## src/rtl/uht_ram.sv

```systemverilog
// uht_ram: generic simple dual-port ram, one write and one registered read port
// no dependencies
module uht_ram #(
    parameter int WIDTH = 8,
    parameter int DEPTH = 16
) (
    input  logic                     i_clk,
    input  logic                     i_we,
    input  logic [$clog2(DEPTH)-1:0] i_waddr,
    input  logic [WIDTH-1:0]         i_wdata,
    input  logic [$clog2(DEPTH)-1:0] i_raddr,
    output logic [WIDTH-1:0]         o_rdata
);

    logic [WIDTH-1:0] r_mem [DEPTH];
    logic [WIDTH-1:0] r_rdata;

    // write port and registered read
    always_ff @(posedge i_clk) begin
        if (i_we) begin
            r_mem[i_waddr] <= i_wdata;
        end
        r_rdata <= r_mem[i_raddr];
    end

    assign o_rdata = r_rdata;

endmodule

```

## config.mk

```make
export PLATFORM = sky130hd
export DESIGN_NAME = uht_ram
export DESIGN_NICKNAME = d
export VERILOG_FILES = /design/src/rtl/uht_ram.sv
export SDC_FILE = /design/constraint.sdc
export NUM_CORES = 1
export LEC_CHECK = 0
export CORE_MARGIN = 10
export CORE_UTILIZATION = 40
export CTS_CLUSTER_DIAMETER = 50
export DETAILED_ROUTE_END_ITERATION = 12
export DONT_BUFFER_PORTS = 1
export HOLD_SLACK_MARGIN = 0.1
export PLACE_DENSITY = 0.66
export REMOVE_ABC_BUFFERS = 1
export SLEW_MARGIN = 20
export SYNTH_ARGS = -nofsm -noshare
export SYNTH_HDL_FRONTEND = slang
export SYNTH_SLANG_ARGS = --single-unit
```

## constraint.sdc

```tcl
create_clock -name i_clk -period 2 [get_ports i_clk]
set_input_delay 0.4 -clock i_clk [delete_from_list [all_inputs] [get_ports i_clk]]
set_output_delay 0.4 -clock i_clk [all_outputs]
set_load 0.01 [all_outputs]
```

**After elaboration in Yosys (flattened, before gate mapping)**

Memory sizes are Yosys's and may differ from the RTL's. A register that Yosys moved wholly into a read port is not among the register bits.
Cells that the tools add are included.

- Register bits: 0
- Memory bits (writable): 128
- Input port bits: 18
- Output and inout port bits: 8
- Word-level logic and storage cells: 3
- Memories kept: 1

Memory list:

| name | words | bits a word | rd ports | clocked after memory_dff | write ports | line | source |
|---|---|---|---|---|---|---|---|
| r_mem | 16 | 8 | 1 | 1 | 1 | 15 | `logic [WIDTH-1:0] r_mem [DEPTH];` |

- Multiplexer cells: 2

Operators by type and width:

| cell | count |
|---|---|
| $mux W1 | 2 |

**Longest topological paths before layout**

- Word-level depth: 2
- Gate-level depth with buffers: 5
- Gate-level depth less buffers: 3

**Worst setup path after synthesis**

No wires, ideal clock.

- Path type: input -> register
- Start: input port i_waddr[2]
- End: memory r_mem[0][0] (enable)
- Library setup time: 0.383 ns
- Data arrival time: 1.510 ns
- Required time: 1.617 ns
- Path slack: 0.107 ns
- Stages on the path: 2
- Path buffers: 0
- Cells stage by stage: or3b_2 > nor3_1

RTL lines:

| what | line | source |
|---|---|---|
| start: declaration | 9 | `input logic [$clog2(DEPTH)-1:0] i_waddr,` |
| end: declaration | 15 |  |

Straight into the memory's write port.

==> impl_metrics.yaml <==
global_routing:
  grt_max_degree: 33
  grt_pass1_wl_mm: 15.08
  grt_usage_pct: 11.35
  grt.overflow.total: 0
  grt_pass1_vias: 2451
  antenna_found_initial: 0
setup_path:
  required_ns: 2.28
  critPathKind: "reg2reg"
  cp_top_family: "multiplexers"
  start_kind: "flip-flop"
  slowest_stage: "mux4_2"
  cp_data_arrival_time_ns: 1.70
  cp-startpoint: "r_mem[0][6]$_DFFE_PP_"
  crit_chain: "mux4_2 -> a22oi_1 -> nand2_1"
  cp_num_buf_inv: 0
  max_stage_delay_ns: 0.48
  r2r_start: "r_mem[0][6]$_DFFE_PP_"
  path_max_fanout: 1
  cp-end-kind: "flip-flop"
clocking:
  cts_resized: 0
  clock_latency_ns: 0.41
  clock_sinks: 136
  post_cts_buffers: 0
  tritoncts: "done"
  cts_buffers: 17
  cts-htree-levels: 4
  clk_pin_slew_ns: 0.06
  hold_buffers: 8
  cts.path.max_buffers: 2
  root_buffer: "clkbuf_16"
timing:
  final-setup-viol-count: 0
  finClkSkew_ns: 0.008035
  relSlewSlack_pct: 53.11
  period_share_pct: 71.28
  slew_viol_final: 0
  finalSetupTns_ns: 0
  finalHoldViolations: 0
  timing.fmax_mhz: 701.5
  post-route-min-period_ns: 1.426
  tightest_slew_ns: 0.7010
  rsz0062_at_grt: "false"
synthesis:
  ys_seq_area_share_pct: 77.78
  netlist_instances: 229
  ys_warn_count: 0
  synth.top_cells.by_area: "edfxtp_1 75%, mux4_2 7.9%, mux4_1 7.1%"
  yosysUniqueCellTypes: 19
  synth_top_area_share_pct: 74.67
  syn_avg_cell_area_um2: 22.48
  synth_top_area_cell: "edfxtp_1"
  ys_seq_elements: 136
  syn_area_um2: 5147
placement:
  port-buffer-count: 0
  gp_congestion: 0.7550
  hpwl_mm: 6.007
die:
  start_util_pct: 40.79
  fp-row-count: 41
  dieWidth_um: 133.4
  die_y_um: 133.4
  die_area_um2: 17810
  io_pins: 26
  core_um2: 12620
worst_hold_path:
  hp-class: "in2reg"
  hold_start: "i_raddr[1]"
outcome:
  status: "finished clean"
routing:
  ant_nets: 0
  viasPerCell: 5.210
  drt-initial-drc-count: 226
  drt_wl_total_mm: 9.634
  drc: 0
  wl_per_cell_um: 21.50
  dr_total_vias: 2334
  drt_first_pass_iters: 5
power:
  power_mw: 6.305
  p_leak_nw: 1.967
  swShare_pct: 20.58
  powerDensity_nw_per_um2: 1044
  internal_power_mw: 5.007
  clockPowerShare_pct: 45.4
  seqPwrFrac_pct: 51.1
  max-vdd-ir-drop_mv: 0.6144
  netSwitchingPower_mw: 1.297
  combPwrFrac_pct: 3.5
run:
  drv_cap: 0
cells_and_area:
  diodes: 0
  final_nets: 281
  syn_to_final_growth_pct: 17.33
  drive_gt1_share_pct: 23.91
  fin_util_pct: 47.86
sequential cells by signal (all words and copies together) (netlist names):
name / cells
o_rdata: 8
r_mem: 128
final cells by class:
cell class | instances | area, µm²
fill | 1051 | 6580
timing repair buffer | 25 | 207.7
tap | 172 | 215.2
clock buffer | 18 | 429.2
sequential | 136 | 4004
multi-input combinational | 83 | 1057
clock inverter | 14 | 126.4
worst paths after layout:
kind	to	slack, ns	cells past startpoint
setup reg to reg	o_rdata[6]$_DFF_P_	0.57	3
setup / recovery	o_rdata[6]$_DFF_P_	0.57	3
hold reg to reg	o_rdata[0]$_DFF_P_	0.67	3
hold / removal	o_rdata[3]$_DFF_P_	0.32	3
layout by cell type, fill, tap and decap left out:
cell	n
clkinv_2	1
a22oi_1	16
clkbuf_16	17
clkinvlp_4	7
clkinv_1	1
nor2_1	13
nor3_1	4
dlygate4sd3_1	8
bufinv_16	1
and2_1	1
clkbuf_1	1
edfxtp_1	128
and2b_1	1
clkinv_4	1
nand2_1	9
nand3_1	1
nand3b_1	2
mux4_1	14
mux4_2	18
or3b_2	1
nor2b_1	1
buf_4	17
inv_6	3
nand2b_1	2
dfxtp_1	8
worst reg2reg max path, delay by kind of cell (launching register included):
family | cells | cell delay [ns]
flip-flops | 1 | 0.40
AND/OR/NAND/NOR | 1 | 0.12
multiplexers | 1 | 0.49
AO/OA/AOI/OAI | 1 | 0.29
per-stage QoR:
step	instances	instance area (µm²)	setup WS [ns]	hold slack [ns]
global route	448	6040	0.5369	0.3245
detailed placement	408	5404	0.4328	0.5002
CTS	448	6040	0.6069	0.2957
floorplan	219	5061	0.1071	0.4989
finish	448	6040	0.5745	0.3232
global placement	408	5404	0.4333	0.5001
synth_stat cells (all sizes together):
master and instances:
and2b 1, edfxtp 128, or3b 1, a22oi 16, nand3 1, nor2 13, nand2 9, nor2b 1
nand2b 2, nor3 4, dfxtp 8, mux4 32, nand3b 2, buf 7, and2 1, clkdlybuf4s25 3
logic make-up after synthesis:
family	count (synthesis)	share of synthesized area (%)
multiplexers	32	15.02
flip-flops	136	77.78
buffers and inverters	10	1.677
AO/OA/AOI/OAI	16	2.334
AND/OR/NAND/NOR	35	3.184
power by group through the flow:
stage                     clock network [mW]  registers (mW)  logic, mW
after CTS                               2.90            3.22      0.224
after floorplan                            0            3.27      0.128
after detailed placement                   0            3.28      0.172
after global placement                     0            3.28      0.170
after global routing                    3.06            3.23      0.239
final                                   2.86            3.22      0.220
layer usage:
metal	wire length, µm	GRT usage (%)	up-vias
met5	0	0	-
met4	94	4.716	0
met2	4831	18.12	87
li1	-	-	1043
met3	624	2.970	6
met1	4085	14.37	1198
Note: power is estimated with default switching activity, not from simulation.
